[src/smrp_pkg.sv]
package smrp_pkg;

    localparam logic [7:0] CH_ESC    = 8'h1b;
    localparam logic [7:0] CH_LBRACK = 8'h5b;
    localparam logic [7:0] CH_LT     = 8'h3c;
    localparam logic [7:0] CH_SEMI   = 8'h3b;
    localparam logic [7:0] CH_PRESS  = 8'h4d;
    localparam logic [7:0] CH_REL    = 8'h6d;
    localparam logic [7:0] CH_ZERO   = 8'h30;
    localparam logic [3:0] MIN_BYTES = 4'd8;

    typedef enum logic [2:0] {
        PH_ESC   = 3'd0,
        PH_BRACK = 3'd1,
        PH_LT    = 3'd2,
        PH_BTN   = 3'd3,
        PH_X     = 3'd4,
        PH_Y     = 3'd5,
        PH_DONE  = 3'd6,
        PH_FAIL  = 3'd7
    } t_phase;

    typedef struct packed {
        logic [7:0] key_byte;
        logic       buffer_end;
    } t_in_item;

    typedef struct packed {
        logic               event_valid;
        logic [7:0]         button_code;
        logic signed [15:0] column;
        logic signed [15:0] row;
        logic               pressed;
    } t_out_item;

endpackage

[src/sgr_mouse_report_parser.sv]
// SGR mouse report parser.
// The input channel carries one byte of a key buffer per transaction, with
// buffer_end set on the buffer's last byte. The output channel carries one
// result transaction per buffer, sent after its last byte, with event_valid
// set when the buffer held ESC [ < button ; x ; y followed by M or m and was
// at least eight bytes long; otherwise all result fields are zero.
// A byte is taken into an input register, parsed from there by one
// compare and multiply-by-ten step, and the result lands in the output
// register. One byte is accepted in every cycle unless a buffer's last
// byte is waiting, as set by the single parse step.
// When the receiver stalls, bytes that do not end a buffer keep flowing;
// a buffer's last byte waits in the input register until the output
// register is free, and input ready stays low while it waits.
// Synchronous active-low reset empties both registers and returns the
// parser to expecting the escape byte.
module sgr_mouse_report_parser
    import smrp_pkg::*;
(
    input  logic      i_clk,
    input  logic      i_rst_n,
    input  logic      i_in_valid,
    output logic      o_in_ready,
    input  t_in_item  i_in_data,
    output logic      o_out_valid,
    input  logic      i_out_ready,
    output t_out_item o_out_data
);

    logic      out_free;
    logic      step;
    t_in_item  item;
    t_out_item result;

    smrp_in_reg u_in_reg (
        .i_clk      (i_clk),
        .i_rst_n    (i_rst_n),
        .i_in_valid (i_in_valid),
        .o_in_ready (o_in_ready),
        .i_in_data  (i_in_data),
        .i_out_free (out_free),
        .o_step     (step),
        .o_item     (item)
    );

    smrp_parse_core u_core (
        .i_clk    (i_clk),
        .i_rst_n  (i_rst_n),
        .i_step   (step),
        .i_item   (item),
        .o_result (result)
    );

    smrp_out_reg u_out_reg (
        .i_clk       (i_clk),
        .i_rst_n     (i_rst_n),
        .i_load      (step && item.buffer_end),
        .i_result    (result),
        .o_free      (out_free),
        .o_out_valid (o_out_valid),
        .i_out_ready (i_out_ready),
        .o_out_data  (o_out_data)
    );

endmodule

[src/smrp_in_reg.sv]
module smrp_in_reg
    import smrp_pkg::*;
(
    input  logic     i_clk,
    input  logic     i_rst_n,
    input  logic     i_in_valid,
    output logic     o_in_ready,
    input  t_in_item i_in_data,
    input  logic     i_out_free,
    output logic     o_step,
    output t_in_item o_item
);

    logic     r_valid;
    t_in_item r_data;

    // A byte that ends a buffer moves on only when the result register can take it.
    assign o_step     = r_valid && (!r_data.buffer_end || i_out_free);
    assign o_in_ready = !r_valid || o_step;
    assign o_item     = r_data;

    always_ff @(posedge i_clk) begin
        if (!i_rst_n) begin
            r_valid <= 1'b0;
        end else if (o_in_ready) begin
            r_valid <= i_in_valid;
        end
    end

    always_ff @(posedge i_clk) begin
        if (o_in_ready && i_in_valid) begin
            r_data <= i_in_data;
        end
    end

endmodule

[src/smrp_parse_core.sv]
module smrp_parse_core
    import smrp_pkg::*;
(
    input  logic      i_clk,
    input  logic      i_rst_n,
    input  logic      i_step,
    input  t_in_item  i_item,
    output t_out_item o_result
);

    t_phase      r_phase;
    logic [3:0]  r_count;
    logic [7:0]  r_button;
    logic [15:0] r_column;
    logic [15:0] r_row;
    logic        r_pressed;

    t_phase      n_phase;
    logic [3:0]  n_count;
    logic [7:0]  n_button;
    logic [15:0] n_column;
    logic [15:0] n_row;
    logic        n_pressed;

    t_phase      step_phase;
    logic [3:0]  step_count;
    logic [7:0]  step_button;
    logic [15:0] step_column;
    logic [15:0] step_row;
    logic        step_pressed;

    logic [7:0]  fold_button;
    logic [15:0] fold_column;
    logic [15:0] fold_row;
    logic [7:0]  b;

    assign b = i_item.key_byte;

    // Every byte in a number field other than its terminator is folded in as a decimal digit, wrapping.
    assign fold_button = r_button * 8'd10 + b - CH_ZERO;
    assign fold_column = r_column * 16'd10 + {8'd0, b} - {8'd0, CH_ZERO};
    assign fold_row    = r_row * 16'd10 + {8'd0, b} - {8'd0, CH_ZERO};

    always_comb begin
        step_phase = r_phase;
        unique case (r_phase)
            PH_ESC:   step_phase = (b == CH_ESC) ? PH_BRACK : PH_FAIL;
            PH_BRACK: step_phase = (b == CH_LBRACK) ? PH_LT : PH_FAIL;
            PH_LT:    step_phase = (b == CH_LT) ? PH_BTN : PH_FAIL;
            PH_BTN:   step_phase = (b == CH_SEMI) ? PH_X : PH_BTN;
            PH_X:     step_phase = (b == CH_SEMI) ? PH_Y : PH_X;
            PH_Y:     step_phase = (b == CH_PRESS || b == CH_REL) ? PH_DONE : PH_Y;
            PH_DONE:  step_phase = PH_DONE;
            PH_FAIL:  step_phase = PH_FAIL;
            default:  step_phase = PH_FAIL;
        endcase
        n_phase = i_item.buffer_end ? PH_ESC : step_phase;
    end

    always_comb begin
        step_count   = (r_count < MIN_BYTES) ? r_count + 4'd1 : r_count;
        step_button  = r_button;
        step_column  = r_column;
        step_row     = r_row;
        step_pressed = r_pressed;
        unique case (r_phase)
            PH_BTN: begin
                if (b != CH_SEMI) step_button = fold_button;
            end
            PH_X: begin
                if (b != CH_SEMI) step_column = fold_column;
            end
            PH_Y: begin
                if (b == CH_PRESS || b == CH_REL) begin
                    step_pressed = (b == CH_PRESS);
                end else begin
                    step_row = fold_row;
                end
            end
            default: begin
            end
        endcase

        if (i_item.buffer_end) begin
            n_count   = 4'd0;
            n_button  = 8'd0;
            n_column  = 16'd0;
            n_row     = 16'd0;
            n_pressed = 1'b0;
        end else begin
            n_count   = step_count;
            n_button  = step_button;
            n_column  = step_column;
            n_row     = step_row;
            n_pressed = step_pressed;
        end

        o_result = '0;
        if (step_phase == PH_DONE && step_count >= MIN_BYTES) begin
            o_result.event_valid = 1'b1;
            o_result.button_code = step_button;
            o_result.column      = $signed(step_column);
            o_result.row         = $signed(step_row);
            o_result.pressed     = step_pressed;
        end
    end

    always_ff @(posedge i_clk) begin
        if (!i_rst_n) begin
            r_phase   <= PH_ESC;
            r_count   <= 4'd0;
            r_button  <= 8'd0;
            r_column  <= 16'd0;
            r_row     <= 16'd0;
            r_pressed <= 1'b0;
        end else if (i_step) begin
            r_phase   <= n_phase;
            r_count   <= n_count;
            r_button  <= n_button;
            r_column  <= n_column;
            r_row     <= n_row;
            r_pressed <= n_pressed;
        end
    end

endmodule

[src/smrp_out_reg.sv]
module smrp_out_reg
    import smrp_pkg::*;
(
    input  logic      i_clk,
    input  logic      i_rst_n,
    input  logic      i_load,
    input  t_out_item i_result,
    output logic      o_free,
    output logic      o_out_valid,
    input  logic      i_out_ready,
    output t_out_item o_out_data
);

    logic      r_valid;
    t_out_item r_data;

    assign o_free      = !r_valid || i_out_ready;
    assign o_out_valid = r_valid;
    assign o_out_data  = r_data;

    always_ff @(posedge i_clk) begin
        if (!i_rst_n) begin
            r_valid <= 1'b0;
        end else if (i_load) begin
            r_valid <= 1'b1;
        end else if (i_out_ready) begin
            r_valid <= 1'b0;
        end
    end

    always_ff @(posedge i_clk) begin
        if (i_load) begin
            r_data <= i_result;
        end
    end

endmodule

[config.mk]
export PLATFORM = sky130hd
export DESIGN_NAME = sgr_mouse_report_parser
export DESIGN_NICKNAME = d
export VERILOG_FILES = /design/src/smrp_pkg.sv /design/src/sgr_mouse_report_parser.sv /design/src/smrp_in_reg.sv /design/src/smrp_parse_core.sv /design/src/smrp_out_reg.sv
export SDC_FILE = /design/constraint.sdc
export NUM_CORES = 1
export LEC_CHECK = 0
export BUFFER_PORTS_ARGS = -buffer_cell sky130_fd_sc_hd__buf_2
export CAP_MARGIN = 20
export CORE_AREA = 2 2 114 116
export DETAILED_ROUTE_END_ITERATION = 6
export DIE_AREA = 0 0 116 118
export GPL_ROUTABILITY_DRIVEN = 0
export PLACE_DENSITY = 0.89
export SYNTH_ARGS = -nofsm -noshare
export SYNTH_HDL_FRONTEND = slang
export SYNTH_SLANG_ARGS = --single-unit
[constraint.sdc]
create_clock -name i_clk -period 5.2 [get_ports i_clk]
set_input_delay 0.52 -clock i_clk [delete_from_list [all_inputs] [get_ports i_clk]]
set_output_delay 0.52 -clock i_clk [all_outputs]
set_load 0.03 [all_outputs]
## After elaboration in Yosys (flattened, before gate mapping)

Index checks and enable logic that the tools add are counted.
W data, S select, Z words.

- Add/sub/neg operators: 7
- $lt $le $gt $ge: 2
- Multipliers: 3
- Equality and inequality tests: 15
- Reductions and logical operators: 13
- Muxes and demuxes: 25

Operator list:

| cell | count |
|---|---|
| $mux W16 | 6 |
| $mux W42 | 1 |
| $add A16 B8 Y16 | 2 |
| $mul A16 B3 Y15 const B | 2 |
| $sub A16 B6 Y16 const B | 2 |
| $eq A8 B7 Y1 const B | 3 |
| $mux W8 | 3 |
| $pmux W3 S8 | 1 |
| $eq A8 B6 Y1 const B | 2 |
| $eq A3 B3 Y1 const B | 5 |
| $mux W3 | 5 |
| $add A8 B8 Y8 | 1 |
| $eq A8 B5 Y1 const B | 1 |
| $mul A8 B3 Y7 const B | 1 |
| $mux W4 | 2 |
| $ne A8 B6 Y1 const B | 1 |
| $sub A8 B6 Y8 const B | 1 |
| $eq A3 B2 Y1 const B | 2 |
| $mux W1 | 6 |
| $add A4 B1 Y4 const B | 1 |
| $ge A4 B4 Y1 const B | 1 |
| $logic_and A1 B1 Y1 | 4 |
| $logic_or A1 B1 Y1 | 4 |
| $lt A4 B4 Y1 const B | 1 |
| other kinds (5) | 7 |

- Input port bits: 13
- Logic and storage cells: 80
- Output and inout bits: 44
- Register bits after elaboration: 101

## Logic depth before layout (Yosys ltp)

Gate-level depths: netlist of run 1.

- Depth after elaboration: 7
- Gate-level depth with buffers: 17

## Modules after synthesis

Synthesis of run 1 repeated with hierarchy kept, for this count alone.

- Cells, all modules: 859
- Area total of the unflattened synthesis: 7,778.7 µm²

Modules (own cells, without submodules):

| module | sequential area each (µm²) | area each (µm²) | cells an instance | instances |
|---|---|---|---|---|
| smrp_parse_core | 960.9 | 6,117.1 | 796 | 1 |
| smrp_out_reg | 1,281.2 | 1,310.0 | 46 | 1 |
| smrp_in_reg | 290.3 | 345.3 | 16 | 1 |
| sgr_mouse_report_parser | 0.0 | 6.3 | 1 | 1 |

## Least setup slack after synthesis of run 1

OpenSTA, ideal clock, no wires.

- Path kind: register -> register
- Start point: register u_core.r_row[1]
- End point: register u_out_reg.r_data (netlist bit u_out_reg.o_out_data[14]), data pin
- Arrival: 3.496 ns
- Data required time: 5.054 ns
- Setup slack: 1.558 ns
- Cell stages (with the launch flop): 17
- Library setup time: 0.146 ns
- Buffers on the path: 0
- Path through: dfxtp_1 ha_1 ha_1 fa_1 a211o_1 a21o_1 a21oi_2 xnor2_1 inv_1 ha_1 a21o_1 nor3_1 a31oi_1 a31oi_1 xnor2_1 nand2_1 a21oi_1

- Cells in the longest elaborated chain, start to end: 5

RTL lines:

| what | RTL line | RTL |
|---|---|---|
| start: declaration | smrp_parse_core.sv:15 | `logic [15:0] r_row;` |
| start signal: assignment | smrp_parse_core.sv:121 | `r_row <= n_row;` |
| $mul A16 B3 Y15 | smrp_parse_core.sv:42 | `assign fold_row = r_row * 16'd10 + {8'd0, b} - {8'd0, CH_ZERO};` |
| $add A16 B8 Y16 | smrp_parse_core.sv:42 |  |
| $sub A16 B6 Y16 | smrp_parse_core.sv:42 |  |
| $mux W16 | smrp_parse_core.sv:74 | `if (b == CH_PRESS \|\| b == CH_REL) begin` |
| $mux W16 | smrp_parse_core.sv:66 | `unique case (r_phase)` |
| end signal: assignment | smrp_out_reg.sv:33 | `r_data <= i_result;` |
| end: declaration | smrp_out_reg.sv:15 | `t_out_item r_data;` |

No other way between the ends.
A chain may end at the register's enable or synchronous reset.

## Final worst setup path of run 1

Ends and elaborated chain as after synthesis.

==> run metrics, run 1 <==
dpl hpwl=approximately 12 mm; n_diodes=0; Least-Margin Pin Slew=1.09 ns; max_cap viols=0; final setup TNS=0 ns; Critical Path AT=4.20 ns; Cell Area, Synth=0.00755 mm^2; Synth cell types=74; clock-pin transition on the worst setup and hold timing paths=0.07 ns; Min-Delay Path Class=primary input to flip-flop; # H-tree levels=3; Die Height=around 120 um; R2R setup slack=1.21 ns; largest cells by area after synthesis=edfxtp_1, ha_1, dfxtp_1; CP max stage cell=fa_1; Worst path most repeated cell=ha_1; RSZ-0062 raised after global routing=no; area leader, netlist=edfxtp_1; final worst-path cycle share=0.768; cell depth of the worst min-delay path=1; Async S/R FF share, synth=0; sequential share of the synthesized area=0.335; # DRC=0; Antenna Violating Nets Remaining=0; fmax=250 MHz; hold path startpoint=i_in_data[0]; GRT Util Overall=0.243; post-layout min period=3.99 ns; #FFs+latches synth=between 100 and 150; CP Buf/Inv Count=1; power per cell area=213 mW/mm^2; gr ovfl total=0; Syn Nets=936; worst endpoint required time=5.41 ns; crit start category=flip-flop; maximum vdd drop=0.000290 V; critical path peak fanout=9; synthesized instance count=812; setup repair bufs after CTS=0; router iterations before antenna repair=6; largest net degree at the start of global routing=53; total power=1760 uW; Syn-to-layout area delta=9.21%; synth cell count leaders=ha_1, nand2_1, nor2_1, inv_1, a21oi_1; Final setup violation count=0; Clk Latency, worst-skew pair=0.36 ns; cell depth of the worst flop-to-flop path=16; relative slew slack=0.267; final hold vios=0; clock buffer depth=2; ys flop type=edfxtp_1; Post-CTS Resized=0; Synth top area share=0.203; I/O pins=57; total CTS buffers=9; Sink Count=101; num rows=41; core area=0.0124 mm^2; Avg Cell Area, Syn=9.30 um^2; Via Count=between 6,000 and 7,000; Crit path max-delay family=compound AO/OA/AOI/OAI gates; CTS tree=yes; Avg Vias per Cell=just under 6; total leakage power=between 0.003 and 0.004 uW; most frequent cell after synthesis=ha_1; outcome=complete, no violations; DP Area=0.00793 mm^2; Initial Util=0.608; Post-synth EDFFs=51; clock tree root driver cell=clkbuf_16; pre-CTS WS=approximately 1.3 ns; final worst slack=1.21 ns; FF-to-FF Start=u_core.r_row[1]; max incr delay on CP=0.42 ns; CP cell instances=ha_1, ha_1, fa_1, a211o_1, a21o_1, a21oi_2, xnor2_1, inv_1, ha_1, a21o_1, nor3_1, a31oi_1, a31oi_1, xnor2_1, nand2_1, a21oi_1; Critical Path Source=u_core.r_row[1]; worst flop-to-flop path endpoint=u_out_reg.o_out_data[14]; hold_ws=0.331 ns; initial antenna violation count=0; DRT iter0 DRCs=between 300 and 400; Routed WL per cell=15.7 um; layout cells sized above 1=0.107; yosys warns=0; die area=0.0137 mm^2; Crit. End Element=flip-flop; first-pass GRT wire length=26.7 mm; WS Path Type=flip-flop to flip-flop; post-route cell area=~0.0082 mm^2; Hold Buf Count CTS=0; Hold EP=u_in_reg.o_item[0]; die width=116 um; Pins Over Slew Limit=0; nets@finish=980; total wire length=16.2 mm; number of port buffers=56; vias in the first global route=5,846; final worst clock skew=0.00638 ns
==> per-layer routing <==
layer,track usage,routed length [um]
met5,0,0
met4,0.0900,349
met3,0.0407,879
met2,0.419,8100
met1,0.301,6880
==> how the worst max path moves through the flow <==
| stage | endpoint | cells past startpoint |
|---|---|---|
| 2_1_floorplan | u_out_reg.o_out_data[14] | 16 |
| 3_3_place_gp | u_out_reg.o_out_data[14] | 16 |
| 3_5_place_dp | u_out_reg.o_out_data[14] | 16 |
| 4_1_cts | u_out_reg.o_out_data[14] | 16 |
| 5_1_grt | u_core.r_row[14] | 14 |
| 6_report | u_out_reg.o_out_data[14] | 16 |
==> registers in the layout, summed over array words and instances (netlist names) <==
name and count:
u_out_reg.o_out_data 42, u_core.r_row 16, u_core.r_button 8, u_core.r_pressed 1, u_in_reg.o_item 9, u_core.r_count 4
u_core.r_phase 3, u_out_reg.o_out_valid 1, u_in_reg.r_valid 1, u_core.r_column 16
==> kinds of logic (layout without fill, tap and decap cells) <==
group	after synthesis	in the layout	synth area share
multiplexers	10	10	0.0133
adder cells (fa/ha/maj)	111	111	0.190
buffers and inverters	83	132	0.0477
AO/OA/AOI/OAI	208	208	0.182
flip-flops	101	101	0.335
XOR/XNOR	60	60	0.0762
AND/OR/NAND/NOR	239	239	0.156
==> power by group <==
group          leakage (uW)  switching [uW]  internal, uW
Clock              0.000158             307           418
Combinational       0.00260             105          67.6
Sequential         0.000913            14.6           846
==> metrics by stage <==
stage	instances	utilization
final	1033	0.664
after global placement	1017	0.638
after floorplan	812	-
after detailed placement	1017	0.638
after CTS	1033	0.664
after global routing	1033	0.664
==> layout make-up <==
cell class	count	area [um^2]
Clock buffer	12	268
Sequential cell	101	2530
Fill cell	973	4170
Clock inverter	4	52.6
Tap cell	172	215
Timing Repair Buffer	59	303
Inverter	57	216
Multi-Input combinational cell	628	4660
==> placed cells by master, fill, tap and decap left out, types with 41 or more instances in the layout <==
cell type  netlist  routed
a21oi_1         54      54
buf_2            3      56
dfxtp_1         50      50
edfxtp_1        51      51
ha_1           105     105
inv_1           56      56
nand2_1         62      62
nor2_1          59      59
nor2b_1         41      41
xnor2_1         43      43
(Power assumes the default switching activity.)
==> run 2, diff against run 1 <==
- clock period: 5.2 -> 4.13 ns (I/O delays scaled with it)
==> run 2 against run 1 <==
Register-to-register slack lost 0.98 ns. Critical path depth grew 1. Count of clock-buffer cells in the layout is 3 lower. Die area unchanged. Non-clock buffer count up 6. Final area up 0.50%. Via count is 0.51% higher. Setup slack got worse by 0.98 ns. Hold slack got worse by 0.11 ns. Critical endpoint is now u_core.r_column[14]. Largest cell class unchanged.
==> run metrics, run 2 (synthesis results as in run 1) <==
outcome=complete, no violations; layout cells sized above 1=0.120 (+0.0131); Syn-to-layout area delta=9.76%; first-pass GRT wire length=27.6 mm (+3.5%); Worst path most repeated cell=ha_1; CTS tree=yes; I/O pins=57 (unchanged); dpl hpwl=12.0 mm (+1.6%); largest net degree at the start of global routing=53 (unchanged); GRT Util Overall=0.250 (+0.00784); cell depth of the worst flop-to-flop path=17 (+1); total wire length=16.4 mm (+1.0%); Die Height=118 um (unchanged); most frequent cells in the layout=ha_1, nand2_1, nor2_1; busiest grt layer=met2; Clk Latency, worst-skew pair=0.36 ns (about the same); R2R setup slack=0.22 ns (-0.98 ns); Via Count=6,094 (+0.51%); Routed WL per cell=15.8 um (+0.42%); FF-to-FF Start=u_core.r_column[1]; power per cell area=256 mW/mm^2 (+20%); # H-tree levels=3 (unchanged); hold path startpoint=i_in_data[5]; final non-filler cell total=1,039 (+0.58%); post-layout min period=3.91 ns (-0.0872 ns); CP Buf/Inv Count=1 (unchanged); vias in the first global route=6,069 (+3.8%); Crit. End Element=flip-flop; # DRC=0 (unchanged); initial antenna violation count=0 (unchanged); final setup TNS=0 ns (unchanged); clock buffer depth=2 (unchanged); max FFs per register=42 (unchanged); Hold Buf Count CTS=0 (unchanged); cell depth of the worst min-delay path=1 (unchanged); fillers=971 (-0.21%); relative slew slack=0.278 (+0.0110); total power=2120 uW (+21%); worst flop-to-flop path endpoint=u_core.r_column[14]; maximum vdd drop=0.000319 V (+9.9%); gr ovfl total=0 (unchanged); final worst-path cycle share=0.946 (+0.178); Avg Vias per Cell=5.87 (about the same); number of port buffers=56 (unchanged); Antenna Violating Nets Remaining=0 (unchanged); CP max stage cell=fa_1; clock tree root driver cell=clkbuf_16; DRT iter0 DRCs=409 (+11%); Final setup violation count=0 (unchanged); placed cells=1,023 (+0.59%); clock-pin transition on the worst setup and hold timing paths=0.07 ns (about the same); setup repair bufs after CTS=0 (unchanged); met1 GRT Util=0.312 (+0.0117); Min-Delay Path Class=primary input to flip-flop; Pins Over Slew Limit=0 (unchanged); total CTS buffers=9 (unchanged); total leakage power=0.00369 uW (+0.43%); CP cell instances=ha_1, ha_1, fa_1, xnor2_1, ha_1, inv_1, ha_1, o21a_1, o31a_1, o21ai_0, nand2b_1, a31o_2, a221oi_1, o21ai_1, xor2_1, a22oi_1, nor2b_1; GRT met2 Usage=0.426 (+0.00694); WS Path Type=flip-flop to flip-flop; Critical Path AT=4.15 ns (-0.05 ns); n_diodes=0 (unchanged); critical path peak fanout=4 (-5); grt met3 use=0.0587 (+0.0180); die area=0.0137 mm^2 (unchanged); core area=0.0124 mm^2 (unchanged); Least-Margin Pin Slew=1.08 ns (-0.0114 ns); crit start category=flip-flop; RSZ-0062 raised after global routing=no; Crit path max-delay family=adder cells; final worst clock skew=0.00857 ns (+0.00218 ns); router iterations before antenna repair=6 (unchanged); hold_ws=0.224 ns (-0.107 ns); Initial Util=0.608 (unchanged); nets@finish=986 (+0.61%); die width=116 um (unchanged); max_cap viols=0 (unchanged); num rows=41 (unchanged); max incr delay on CP=0.45 ns (+0.03 ns); final hold vios=0 (unchanged); worst endpoint required time=4.38 ns (-1.03 ns); Sink Count=101 (unchanged); Hold EP=u_in_reg.o_item[5]; commonest non-fill, non-tap cell in the layout=ha_1; fmax=256 MHz (+2.2%)
==> run 2: timing repair <==
item	CTS	global route
setup endpoints to repair	0	3
hold endpoints to repair	0	0
resized for setup	0	5
==> run 2: per-layer routing <==
| metal | vias up | routed length (um) |
|---|---|---|
| met2 | 201 | 8070 |
| met4 | 0 | 306 |
| met3 | 30 | 887 |
| met5 | - | 0 |
| li1 | 3022 | - |
| met1 | 2841 | 7110 |
==> run 2: how the worst max path moves through the flow <==
stage	to	start	slack (ns)	depth (start not counted)
6_report	u_core.r_column[14]	u_core.r_column[1]	0.22	17
5_1_grt	u_core.r_column[14]	u_core.r_column[3]	0.006	17
4_1_cts	u_core.r_column[15]	u_core.r_column[1]	0.13	15
3_5_place_dp	u_core.r_column[15]	u_core.r_column[1]	0.22	15
3_3_place_gp	u_core.r_column[14]	u_core.r_column[1]	0.34	17
2_1_floorplan	u_out_reg.o_out_data[14]	u_core.r_row[1]	0.49	16
==> run 2: area by class of cell <==
cell class | instances | area (um^2) | area share
clock buffers | 9 | 225 | 0.0272
clock inverters | 7 | 57.6 | 0.00694
inverters | 57 | 216 | 0.0261
multi-input cells | 628 | 4690 | 0.566
flip-flops and latches | 101 | 2530 | 0.306
well taps | 172 | 215 | 0.0260
repair buffers | 65 | 348 | 0.0420
==> run 2: metrics by stage <==
stage,area (um^2),utilization,setup slack [ns]
6_report,8290,0.668,0.223
5_1_grt,8290,0.668,0.00569
4_1_cts,8250,0.665,0.127
3_5_place_dp,7970,0.642,0.217
3_3_place_gp,7970,0.642,0.344
2_1_floorplan,7550,-,0.488
==> run 2: power breakdown <==
part | leakage, uW | switching (uW) | internal (uW)
combinational | 0.00264 | 133 | 86.4
clock | 0.000134 | 401 | 417
sequential | 0.000913 | 18.3 | 1060
total | 0.00369 | 553 | 1570
